<file path="src/rtl/apd_pkg.sv">
`timescale 1ns / 1ps
// Shared types and constants for the arithmetic progression detector.
// No dependencies; every other file imports this package.
package apd_pkg;

   localparam int SAMPLE_BITS    = 64;
   localparam int TOLERANCE_BITS = 32;
   localparam int ETYPE_BITS     = 3;
   localparam int OUT_COUNT_BITS = 32;
   localparam int CSR_INDEX_BITS = 1;
   localparam int CSR_DATA_BITS  = 32;

   // Register indexes
   localparam logic [CSR_INDEX_BITS-1:0] CSR_ELEMENT_TYPE = 1'd0;
   localparam logic [CSR_INDEX_BITS-1:0] CSR_TOLERANCE    = 1'd1;

   // Element type codes: bit 0 set means unsigned, bits 2:1 pick the width
   localparam logic [ETYPE_BITS-1:0] ETYPE_S64 = 3'd6;

   localparam logic [1:0] WIDTH_8  = 2'd0;
   localparam logic [1:0] WIDTH_16 = 2'd1;
   localparam logic [1:0] WIDTH_32 = 2'd2;
   localparam logic [1:0] WIDTH_64 = 2'd3;

   localparam logic [63:0] SMAX64 = 64'h7FFF_FFFF_FFFF_FFFF;
   localparam logic [63:0] SMIN64 = 64'h8000_0000_0000_0000;

   typedef enum logic [2:0] {
      ST_IDLE,
      ST_DIFF,
      ST_CHECK,
      ST_SPAN,
      ST_DIV_LOAD,
      ST_DIV,
      ST_OUT
   } ctrl_state_type;

   typedef struct packed {
      logic load_sample;  // capture the accepted item
      logic calc_diff;    // subtractor: new sample minus previous
      logic check;        // update sequence state with the new difference
      logic calc_span;    // subtractor: last sample minus first
      logic div_load;     // start the step division
      logic div_step;     // one quotient bit
      logic load_out;     // fill the result register and clear the sequence
   } ctrl_cmd_type;

   typedef struct packed {
      logic last;         // held item closes the sequence
      logic regular;      // at least two samples and all changes in tolerance
      logic div_done;     // the current division step is the final one
   } ctrl_status_type;

   function automatic logic elem_signed(input logic [ETYPE_BITS-1:0] etype);
      return !etype[0];
   endfunction

   function automatic logic [63:0] elem_mask(input logic [ETYPE_BITS-1:0] etype);
      logic [63:0] m;
      case (etype[2:1])
         WIDTH_8:  m = 64'h0000_0000_0000_00FF;
         WIDTH_16: m = 64'h0000_0000_0000_FFFF;
         WIDTH_32: m = 64'h0000_0000_FFFF_FFFF;
         default:  m = 64'hFFFF_FFFF_FFFF_FFFF;
      endcase
      return m;
   endfunction

   // Sign or zero extension of the low element bits to a full word
   function automatic logic [63:0] extend_sample(input logic [63:0] raw,
                                                 input logic [ETYPE_BITS-1:0] etype);
      logic       s;
      logic [63:0] v;
      s = elem_signed(etype);
      case (etype[2:1])
         WIDTH_8:  v = {{56{s & raw[7]}}, raw[7:0]};
         WIDTH_16: v = {{48{s & raw[15]}}, raw[15:0]};
         WIDTH_32: v = {{32{s & raw[31]}}, raw[31:0]};
         default:  v = raw;
      endcase
      return v;
   endfunction

endpackage

</file>
<file path="src/rtl/apd_if.sv">
`timescale 1ns / 1ps
// Valid/ready channel interfaces for sample items and result items.
// Depends on apd_pkg.
interface apd_req_if import apd_pkg::*; ();
   logic                   valid;
   logic                   ready;
   logic [SAMPLE_BITS-1:0] sample_bits;
   logic                   last_sample;

   modport source (output valid, output sample_bits, output last_sample, input ready);
   modport sink   (input valid, input sample_bits, input last_sample, output ready);
endinterface

interface apd_rsp_if import apd_pkg::*; ();
   logic                          valid;
   logic                          ready;
   logic                          regular;
   logic [SAMPLE_BITS-1:0]        start_value;
   logic signed [SAMPLE_BITS-1:0] step;
   logic [OUT_COUNT_BITS-1:0]     sample_count;

   modport source (output valid, output regular, output start_value, output step,
                   output sample_count, input ready);
   modport sink   (input valid, input regular, input start_value, input step,
                   input sample_count, output ready);
endinterface

</file>
<file path="src/rtl/apd_ctrl.sv">
`timescale 1ns / 1ps
// Sequencer for the detector: handshakes, per-item steps, division loop.
// Depends on apd_pkg.
module apd_ctrl import apd_pkg::*; (
   input  logic            clock,
   input  logic            reset,
   input  logic            req_valid,
   output logic            req_ready,
   output logic            rsp_valid,
   input  logic            rsp_ready,
   input  ctrl_status_type status,
   output ctrl_cmd_type    cmd
);

   ctrl_state_type state_ff, state_in;
   logic           rsp_valid_ff, rsp_valid_in;
   logic           out_free;

   assign out_free  = !rsp_valid_ff || rsp_ready;
   assign rsp_valid = rsp_valid_ff;

   always_ff @(posedge clock) begin
      if (reset) begin
         state_ff     <= ST_IDLE;
         rsp_valid_ff <= 1'b0;
      end else begin
         state_ff     <= state_in;
         rsp_valid_ff <= rsp_valid_in;
      end
   end

   always_comb begin
      state_in  = state_ff;
      cmd       = '0;
      req_ready = 1'b0;
      unique case (state_ff)
         ST_IDLE: begin
            req_ready = 1'b1;
            if (req_valid) begin
               cmd.load_sample = 1'b1;
               state_in        = ST_DIFF;
            end
         end
         ST_DIFF: begin
            cmd.calc_diff = 1'b1;
            state_in      = ST_CHECK;
         end
         ST_CHECK: begin
            cmd.check = 1'b1;
            state_in  = status.last ? ST_SPAN : ST_IDLE;
         end
         ST_SPAN: begin
            cmd.calc_span = 1'b1;
            state_in      = status.regular ? ST_DIV_LOAD : ST_OUT;
         end
         ST_DIV_LOAD: begin
            cmd.div_load = 1'b1;
            state_in     = ST_DIV;
         end
         ST_DIV: begin
            cmd.div_step = 1'b1;
            if (status.div_done) state_in = ST_OUT;
         end
         ST_OUT: begin
            if (out_free) begin
               cmd.load_out = 1'b1;
               state_in     = ST_IDLE;
            end
         end
         default: state_in = ST_IDLE;
      endcase
   end

   always_comb begin
      if (cmd.load_out)     rsp_valid_in = 1'b1;
      else if (rsp_ready)   rsp_valid_in = 1'b0;
      else                  rsp_valid_in = rsp_valid_ff;
   end

   a_accept_starts_diff: assert property (@(posedge clock) disable iff (reset)
      req_valid && req_ready |=> state_ff == ST_DIFF)
      else $error("accepted item did not start the difference step");

   a_load_only_when_free: assert property (@(posedge clock) disable iff (reset)
      cmd.load_out |-> (!rsp_valid_ff || rsp_ready))
      else $error("result register overwritten while still held");

   a_div_follows_load: assert property (@(posedge clock) disable iff (reset)
      cmd.div_load |=> cmd.div_step)
      else $error("division did not start after load");

   a_valid_from_load: assert property (@(posedge clock) disable iff (reset)
      $rose(rsp_valid_ff) |-> $past(cmd.load_out))
      else $error("result valid raised without a result load");

endmodule

</file>
<file path="src/rtl/apd_datapath.sv">
`timescale 1ns / 1ps
// Datapath: config registers, sequence state, shared subtractor,
// restoring divider for the mean step, result register. Depends on apd_pkg.
module apd_datapath import apd_pkg::*; #(
   parameter int COUNT_BITS     = 32,
   parameter int STEP_FRAC_BITS = 16
) (
   input  logic                      clock,
   input  logic                      reset,
   input  logic                      csr_wr_en,
   input  logic [CSR_INDEX_BITS-1:0] csr_index,
   input  logic [CSR_DATA_BITS-1:0]  csr_wr_data,
   input  logic [SAMPLE_BITS-1:0]    req_sample_bits,
   input  logic                      req_last_sample,
   input  ctrl_cmd_type              cmd,
   output ctrl_status_type           status,
   output logic                      rsp_regular,
   output logic [SAMPLE_BITS-1:0]    rsp_start_value,
   output logic [SAMPLE_BITS-1:0]    rsp_step,
   output logic [OUT_COUNT_BITS-1:0] rsp_sample_count
);

   localparam int DVD_BITS  = SAMPLE_BITS + STEP_FRAC_BITS;
   localparam int ITER_BITS = $clog2(DVD_BITS);

   // config
   logic [ETYPE_BITS-1:0]     etype_ff;
   logic [TOLERANCE_BITS-1:0] tol_ff;

   // sequence state
   logic [63:0]           sample_ff;
   logic                  last_ff;
   logic [63:0]           first_ff;
   logic [63:0]           prev_ff;
   logic [63:0]           pdiff_ff;
   logic [COUNT_BITS-1:0] count_ff;
   logic                  still_ff;

   // subtractor
   logic [63:0] op_a, op_b;
   logic        sgn;
   logic [65:0] diff_in, diff_ff;
   logic [63:0] d_sat;

   // change check
   logic [64:0] ch_fwd, ch_rev, ch_mag;
   logic        exceed;

   // divider
   logic [63:0]           span_mag;
   logic                  neg_ff;
   logic [DVD_BITS-1:0]   dvd_ff;
   logic [COUNT_BITS-1:0] rem_ff;
   logic [COUNT_BITS-1:0] divisor;
   logic [COUNT_BITS:0]   rem_sh, rem_sub;
   logic                  ge;
   logic [63:0]           q_ff;
   logic                  ovf_ff;
   logic [ITER_BITS-1:0]  it_ff;
   logic [63:0]           step_val;
   logic [OUT_COUNT_BITS-1:0] count_sat;

   always_ff @(posedge clock) begin
      if (reset) begin
         etype_ff <= ETYPE_S64;
         tol_ff   <= '0;
      end else if (csr_wr_en) begin
         unique case (csr_index)
            CSR_ELEMENT_TYPE: etype_ff <= csr_wr_data[ETYPE_BITS-1:0];
            CSR_TOLERANCE:    tol_ff   <= csr_wr_data[TOLERANCE_BITS-1:0];
            default: ;
         endcase
      end
   end

   assign sgn  = elem_signed(etype_ff);
   assign op_a = cmd.calc_span ? prev_ff  : sample_ff;
   assign op_b = cmd.calc_span ? first_ff : prev_ff;

   // exact difference of two 66-bit extended words
   assign diff_in = {{2{sgn & op_a[63]}}, op_a} - {{2{sgn & op_b[63]}}, op_b};

   always_comb begin
      if (diff_ff[65:63] == 3'b000 || diff_ff[65:63] == 3'b111) d_sat = diff_ff[63:0];
      else if (diff_ff[65])                                     d_sat = SMIN64;
      else                                                      d_sat = SMAX64;
   end

   assign ch_fwd = {d_sat[63], d_sat} - {pdiff_ff[63], pdiff_ff};
   assign ch_rev = {pdiff_ff[63], pdiff_ff} - {d_sat[63], d_sat};
   assign ch_mag = ch_fwd[64] ? ch_rev : ch_fwd;
   assign exceed = ch_mag > {{(65-TOLERANCE_BITS){1'b0}}, tol_ff};

   always_ff @(posedge clock) begin
      if (cmd.load_sample) begin
         sample_ff <= extend_sample(req_sample_bits, etype_ff);
         last_ff   <= req_last_sample;
      end
      if (cmd.calc_diff || cmd.calc_span) diff_ff <= diff_in;
   end

   always_ff @(posedge clock) begin
      if (reset) begin
         count_ff <= '0;
         still_ff <= 1'b1;
         first_ff <= '0;
         prev_ff  <= '0;
         pdiff_ff <= '0;
      end else if (cmd.load_out) begin
         count_ff <= '0;
         still_ff <= 1'b1;
         first_ff <= '0;
         prev_ff  <= '0;
         pdiff_ff <= '0;
      end else if (cmd.check) begin
         if (count_ff == '0) begin
            first_ff <= sample_ff;
            pdiff_ff <= '0;
            still_ff <= 1'b1;
         end else begin
            pdiff_ff <= d_sat;
            if (count_ff >= COUNT_BITS'(2) && exceed) still_ff <= 1'b0;
         end
         prev_ff <= sample_ff;
         if (count_ff != '1) count_ff <= count_ff + COUNT_BITS'(1);
      end
   end

   // divider: (|span| << frac) / (count - 1), one quotient bit per cycle
   assign span_mag = diff_ff[65] ? (64'd0 - diff_ff[63:0]) : diff_ff[63:0];
   assign divisor  = count_ff - COUNT_BITS'(1);
   assign rem_sh   = {rem_ff, dvd_ff[DVD_BITS-1]};
   assign ge       = rem_sh >= {1'b0, divisor};
   assign rem_sub  = rem_sh - {1'b0, divisor};

   always_ff @(posedge clock) begin
      if (cmd.div_load) begin
         neg_ff <= diff_ff[65];
         dvd_ff <= DVD_BITS'(span_mag) << STEP_FRAC_BITS;
         rem_ff <= '0;
         q_ff   <= '0;
         ovf_ff <= 1'b0;
         it_ff  <= '0;
      end else if (cmd.div_step) begin
         dvd_ff <= dvd_ff << 1;
         rem_ff <= ge ? rem_sub[COUNT_BITS-1:0] : rem_sh[COUNT_BITS-1:0];
         q_ff   <= {q_ff[62:0], ge};
         ovf_ff <= ovf_ff | q_ff[63];
         it_ff  <= it_ff + ITER_BITS'(1);
      end
   end

   always_comb begin
      if (ovf_ff || q_ff[63]) step_val = neg_ff ? SMIN64 : SMAX64;
      else if (neg_ff)        step_val = 64'd0 - q_ff;
      else                    step_val = q_ff;
   end

   generate
      if (COUNT_BITS > OUT_COUNT_BITS) begin : g_count_sat
         assign count_sat = (|count_ff[COUNT_BITS-1:OUT_COUNT_BITS]) ? '1
                                                                     : count_ff[OUT_COUNT_BITS-1:0];
      end else begin : g_count_ext
         assign count_sat = OUT_COUNT_BITS'(count_ff);
      end
   endgenerate

   always_ff @(posedge clock) begin
      if (cmd.load_out) begin
         rsp_regular      <= status.regular;
         rsp_start_value  <= first_ff & elem_mask(etype_ff);
         rsp_step         <= status.regular ? step_val : '0;
         rsp_sample_count <= count_sat;
      end
   end

   assign status.last     = last_ff;
   assign status.regular  = still_ff && count_ff >= COUNT_BITS'(2);
   assign status.div_done = it_ff == ITER_BITS'(DVD_BITS - 1);

endmodule

</file>
<file path="src/rtl/arithmetic_progression_detector.sv">
`timescale 1ns / 1ps
// Top level of the arithmetic progression detector.
// Depends on apd_pkg, apd_if, apd_ctrl and apd_datapath.

// Takes one sample item at a time and decides whether the sequence closed by
// the item marked last_sample is an arithmetic progression within the
// tolerance register. Samples are read as s8/u8/s16/u16/s32/u32/s64/u64 per
// element_type. An item that does not close a sequence occupies the block for
// the accept, difference and check steps. The closing item adds a step for the
// first-to-last span, then, when the sequence is regular, a load step and a
// radix-2 restoring divider that develops 64 + STEP_FRAC_BITS quotient bits
// (80 at the default), then a step to move the result into the output register.
// A closing item that is not regular skips the load and divider. The output register holds the finished
// item while the next sequence is taken in; only a second result waits for it.
// Configuration writes are taken in any cycle but must only happen while idle.
module arithmetic_progression_detector import apd_pkg::*; #(
   parameter int COUNT_BITS     = 32,
   parameter int STEP_FRAC_BITS = 16
) (
   input  logic                      clock,
   input  logic                      reset,
   input  logic                      csr_wr_en,
   input  logic [CSR_INDEX_BITS-1:0] csr_index,
   input  logic [CSR_DATA_BITS-1:0]  csr_wr_data,
   apd_req_if.sink                   req_chan,
   apd_rsp_if.source                 rsp_chan
);

   ctrl_cmd_type    cmd;
   ctrl_status_type status;
   logic [SAMPLE_BITS-1:0] step_bits;

   // sequencer: handshakes and step order
   apd_ctrl u_ctrl (
      .clock     (clock),
      .reset     (reset),
      .req_valid (req_chan.valid),
      .req_ready (req_chan.ready),
      .rsp_valid (rsp_chan.valid),
      .rsp_ready (rsp_chan.ready),
      .status    (status),
      .cmd       (cmd)
   );

   // arithmetic, sequence state and result register
   apd_datapath #(
      .COUNT_BITS     (COUNT_BITS),
      .STEP_FRAC_BITS (STEP_FRAC_BITS)
   ) u_datapath (
      .clock            (clock),
      .reset            (reset),
      .csr_wr_en        (csr_wr_en),
      .csr_index        (csr_index),
      .csr_wr_data      (csr_wr_data),
      .req_sample_bits  (req_chan.sample_bits),
      .req_last_sample  (req_chan.last_sample),
      .cmd              (cmd),
      .status           (status),
      .rsp_regular      (rsp_chan.regular),
      .rsp_start_value  (rsp_chan.start_value),
      .rsp_step         (step_bits),
      .rsp_sample_count (rsp_chan.sample_count)
   );

   // step leaves as a signed fixed-point word
   assign rsp_chan.step = $signed(step_bits);

endmodule

</file>
<file path="src/flat_wrapper.sv">
// flat-port wrapper written by rule: the top's interface ports become plain ports
module arithmetic_progression_detector_flat import apd_pkg::*;
#(
   parameter int COUNT_BITS     = 32,
   parameter int STEP_FRAC_BITS = 16
)
  (clock, reset, csr_wr_en, csr_index, csr_wr_data, req_chan_valid, req_chan_sample_bits, req_chan_last_sample, req_chan_ready, rsp_chan_valid, rsp_chan_regular, rsp_chan_start_value, rsp_chan_step, rsp_chan_sample_count, rsp_chan_ready);
  apd_req_if req_chan_i ();
  apd_rsp_if rsp_chan_i ();
  input  logic clock;
  input  logic reset;
  input  logic csr_wr_en;
  input  logic [CSR_INDEX_BITS-1:0] csr_index;
  input  logic [CSR_DATA_BITS-1:0] csr_wr_data;
  input wire logic [$bits(req_chan_i.valid)-1:0] req_chan_valid;
  input wire logic [$bits(req_chan_i.sample_bits)-1:0] req_chan_sample_bits;
  input wire logic [$bits(req_chan_i.last_sample)-1:0] req_chan_last_sample;
  output wire logic [$bits(req_chan_i.ready)-1:0] req_chan_ready;
  output wire logic [$bits(rsp_chan_i.valid)-1:0] rsp_chan_valid;
  output wire logic [$bits(rsp_chan_i.regular)-1:0] rsp_chan_regular;
  output wire logic [$bits(rsp_chan_i.start_value)-1:0] rsp_chan_start_value;
  output wire logic [$bits(rsp_chan_i.step)-1:0] rsp_chan_step;
  output wire logic [$bits(rsp_chan_i.sample_count)-1:0] rsp_chan_sample_count;
  input wire logic [$bits(rsp_chan_i.ready)-1:0] rsp_chan_ready;
  assign req_chan_i.valid = req_chan_valid;
  assign req_chan_i.sample_bits = req_chan_sample_bits;
  assign req_chan_i.last_sample = req_chan_last_sample;
  assign req_chan_ready = req_chan_i.ready;
  assign rsp_chan_valid = rsp_chan_i.valid;
  assign rsp_chan_regular = rsp_chan_i.regular;
  assign rsp_chan_start_value = rsp_chan_i.start_value;
  assign rsp_chan_step = rsp_chan_i.step;
  assign rsp_chan_sample_count = rsp_chan_i.sample_count;
  assign rsp_chan_i.ready = rsp_chan_ready;
  arithmetic_progression_detector #(.COUNT_BITS(COUNT_BITS), .STEP_FRAC_BITS(STEP_FRAC_BITS)) u_core (.clock(clock), .reset(reset), .csr_wr_en(csr_wr_en), .csr_index(csr_index), .csr_wr_data(csr_wr_data), .req_chan(req_chan_i), .rsp_chan(rsp_chan_i));
endmodule
</file>
<file path="config.mk">
export PLATFORM = sky130hd
export DESIGN_NAME = arithmetic_progression_detector_flat
export DESIGN_NICKNAME = d
export VERILOG_FILES = /design/src/rtl/apd_pkg.sv /design/src/rtl/apd_if.sv /design/src/rtl/apd_ctrl.sv /design/src/rtl/apd_datapath.sv /design/src/rtl/arithmetic_progression_detector.sv /design/src/flat_wrapper.sv
export SDC_FILE = /design/constraint.sdc
export NUM_CORES = 2
export LEC_CHECK = 0
export BUFFER_PORTS_ARGS = -buffer_cell sky130_fd_sc_hd__clkbuf_2
export CAP_MARGIN = 30
export CELL_PAD_IN_SITES_DETAIL_PLACEMENT = 1
export CELL_PAD_IN_SITES_GLOBAL_PLACEMENT = 1
export CORE_MARGIN = 4
export CORE_UTILIZATION = 43
export CTS_CLUSTER_SIZE = 12
export DETAILED_ROUTE_END_ITERATION = 10
export PLACE_DENSITY = 0.78
export SYNTH_ARGS = -nofsm -noshare
export SYNTH_HDL_FRONTEND = slang
export SYNTH_HIERARCHICAL = 1
export SYNTH_SLANG_ARGS = --single-unit
</file>
<file path="constraint.sdc">
create_clock -name clock -period 6.5 [get_ports clock]
set_input_delay 1.3 -clock clock [delete_from_list [all_inputs] [get_ports clock]]
set_output_delay 1.3 -clock clock [all_outputs]
set_load 0.005 [all_outputs]
</file>
==> impl_metrics.py <==
metrics = {
    "die": {
        "die_w_um": 333,
        "die_h_um": 333,
        "rows": 118,
        "fp.coreArea_um2": 104000,
        "ios": 266,
        "die_area_um2": 111000,
        "start_util_pct": 43.6,
    },
    "cts": {
        "clock_latency_ps": 670,
        "cts.sinks": 725,
        "cts_buffers": 83,
        "cts_tree": "yes",
        "path_clk_slew_ps": 60,
        "htreeDepth": 3,
        "cts_root_buf": "clkbuf_16",
        "clk_path_buf_depth": 3,
    },
    "worst_setup_path": {
        "slowest_delay_ps": 480,
        "cp.arrival_ps": 7000,
        "r2r-start": "u_core/u_datapath/diff_ff[64]",
        "crit_type": "register to register",
        "startpoint": "u_core/u_datapath/diff_ff[64]",
        "cp_top_family": "compound AO/OA/AOI/OAI gates",
        "cp_common_cell": "a21o_1",
        "crit_path_start_kind": "register",
        "crit_path_top_delay_cell": "or4_1",
        "end_kind": "register",
        "critical_path.max_fanout": 16,
        "cp.buffers_inverters": 4,
        "required_ps": 7110,
    },
    "grt": {
        "grt_overflow": 0,
        "grtUsageTotal_pct": 26.1,
        "first_global_vias": 41800,
        "antenna_found_initial": 0,
        "grt_pass1_wl_um": 237000,
        "grt_max_degree": 154,
    },
    "final_layout": {
        "mostFrequentLayoutCell": "nor2_1",
        "fillers": 12300,
        "area_growth_pct": 16.9,
        "nNetsFinal": 5980,
        "diodes": 0,
        "layout_common_cells": "650 x nor2_1, 560 x a21oi_1, 535 x nand2_1",
        "finalNonFillerCells": 7061,
        "final_layout_size_suffix_gt1_share_pct": 16.2,
    },
    "route": {
        "avgRoutedWirePerCell_um": 21.2,
        "first_pass_iters": 7,
        "viasPerCell": 5.76,
        "drt_iter0_drc": 2924,
        "wl_um": 150000,
        "route.antenna.remaining_nets": 0,
        "route.detailed.drc": 0,
        "via_count": 40700,
    },
    "power": {
        "pwr-share-comb_pct": 46.3,
        "leakage_uw": 0.0210,
        "p_seq_share_pct": 29.3,
        "power.switching_uw": 7870,
        "swShare_pct": 39.9,
        "power_uw": 19700,
        "p_int_uw": 11900,
        "powerDensity_nw_per_um2": 372,
        "ir_drop_mv": 0.227,
        "clockPowerShare_pct": 24.3,
    },
    "sta": {
        "slew_headroom_pct": 34.6,
        "fin_crit_ps": 6390,
        "hold_viol": 0,
        "setup_violations": 0,
        "fmax_mhz": 157,
        "worst_pin_slew_ps": 979,
        "clock_skew_ps": 25.3,
        "period_share_pct": 98.3,
        "timing.hold.ws_ps": 458,
        "drv_slew": 0,
        "rsz0062_at_grt": "yes",
    },
    "synth": {
        "synthMuxAreaShare_pct": 6.60,
        "synth-xor-area-share_pct": 5.59,
        "synthAdderAreaFrac_pct": 7.42,
        "synth.ff_latch_count": 725,
        "synth-edff-count": 357,
        "yosysWarnings": 6,
        "synth_top_family_by_area": "simple AND/OR/NAND/NOR gates",
        "synthArstFlopShare_pct": 0,
        "syn-num-nets": 5622,
        "synthSimpleGateAreaFrac_pct": 18.2,
        "synth_compound_area_share_pct": 17.8,
        "netlist_area_um2": 45400,
        "syn_area_per_cell_um2": 8.65,
        "synth_cells": 5252,
        "synth_cell_types": 90,
        "yosysSeqAreaShare_pct": 39.8,
        "synthFlopType": "dfxtp_1",
    },
    "hold_path": {
        "hp-start": "u_core/u_datapath/tol_ff[3]",
        "hp-class": "register to register",
    },
    "job": {
        "drv_cap": 0,
    },
    "placement": {
        "dp_cells": 6894,
        "gp_congestion": 0.951,
        "portBuffers": 265,
        "dp_hpwl_um": 109000,
    },
    "status": {
        "status": "finished clean",
    },
}
[synth_stat cells (83+ instances only)]
cell type / instances / area, µm²
edfxtp_1: 357 / 10700
mux2i_1: 222 / 2220
xnor2_1: 151 / 1320
xor2_1: 139 / 1220
ha_1: 263 / 3290
dfxtp_1: 368 / 7370
nand3_1: 135 / 676
nor3_1: 83 / 415
a21oi_1: 571 / 2860
o21ai_0: 225 / 1130
inv_1: 229 / 860
nand2_1: 537 / 2020
a21o_1: 160 / 1200
nor2_1: 667 / 2500
clkbuf_1: 282 / 1060
[metrics by stage]
| stage | setup TNS (ps) | utilization [%] | setup WS, ps | cell area, µm² |
|---|---|---|---|---|
| floorplan | 0 | - | 3.31 | 45500 |
| global placement | -455 | 47.9 | -455 | 49900 |
| detailed placement | -697 | 47.9 | -697 | 50000 |
| CTS | 0 | 50.7 | 7.38 | 52900 |
| global route | -161 | 51.0 | -161 | 53100 |
| finish | 0 | 51.0 | 113 | 53100 |
[state kept, by name, indices dropped and copies added, names as in the netlist, 3 cells and up]
| register | count |
|---|---|
| u_core/u_datapath/diff_ff | 66 |
| u_core/u_datapath/dvd_ff | 64 |
| u_core/u_datapath/first_ff | 64 |
| u_core/u_datapath/pdiff_ff | 64 |
| u_core/u_datapath/prev_ff | 64 |
| u_core/u_datapath/q_ff | 64 |
| u_core/u_datapath/rsp_start_value | 64 |
| u_core/u_datapath/rsp_step | 64 |
| u_core/u_datapath/sample_ff | 64 |
| u_core/u_datapath/count_ff | 32 |
| u_core/u_datapath/rem_ff | 32 |
| u_core/u_datapath/rsp_sample_count | 32 |
| u_core/u_datapath/tol_ff | 32 |
| u_core/u_datapath/it_ff | 7 |
| u_core/u_ctrl/state_ff | 3 |
| u_core/u_datapath/etype_ff | 3 |
[path summary, 6_finish.rpt]
check / end / slack [ps] / depth (start not counted)
worst max-delay path: u_core/u_datapath/still_ff / 110 / 32
worst min-delay path: u_core/u_datapath/tol_ff[3] / 460 / 2
worst max register to register: u_core/u_datapath/still_ff / 110 / 32
worst min register to register: u_core/u_datapath/tol_ff[3] / 460 / 2
[area by class of cell]
type	instances	area (µm²)	area share [%]
clock inverters	43	465	0.876
multi-input cells	3972	25600	48.2
inverters	230	863	1.63
clock buffers	113	2300	4.33
flip-flops and latches	725	18100	34.1
well taps	1380	1730	3.25
repair buffers	598	4080	7.68
[power groups by stage]
stage / registers, µW / logic (µW) / clock network [µW]
floorplan: 5680 / 5650 / 0
global placement: 5840 / 8470 / 0
CTS: 5770 / 8890 / 4910
detailed placement: 5860 / 8740 / 0
global route: 5830 / 10000 / 5120
finish: 5790 / 9150 / 4800
[what timing repair did]
item                                    CTS  global route
pin swaps                                17            30
setup buffers                             4             7
hold buffers                              0             0
resized for setup                        26            45
endpoints found under the setup margin    1             1
[logic make-up after synthesis]
family	after synthesis
AO/OA/AOI/OAI	1315
XOR/XNOR	290
adder cells (fa/ha/maj)	267
buffers and inverters	555
flip-flops	725
multiplexers	291
AND/OR/NAND/NOR	1809
[metal layers]
layer  vias to the layer above  track usage (%)  part of all wire [%]
met3                       214             3.50                   4.7
li1                      19400                -                     -
met1                     20100             37.5                    48
met2                       963             41.6                    45
met5                         -                0                     0
met4                         0             6.40                   2.2
[worst min-delay path, cell delays in order (launching register included)]
cell and delay, ps:
dfxtp_1 310, nand2_1 50, a21oi_1 50
Note: power is estimated with default switching activity, not from simulation.
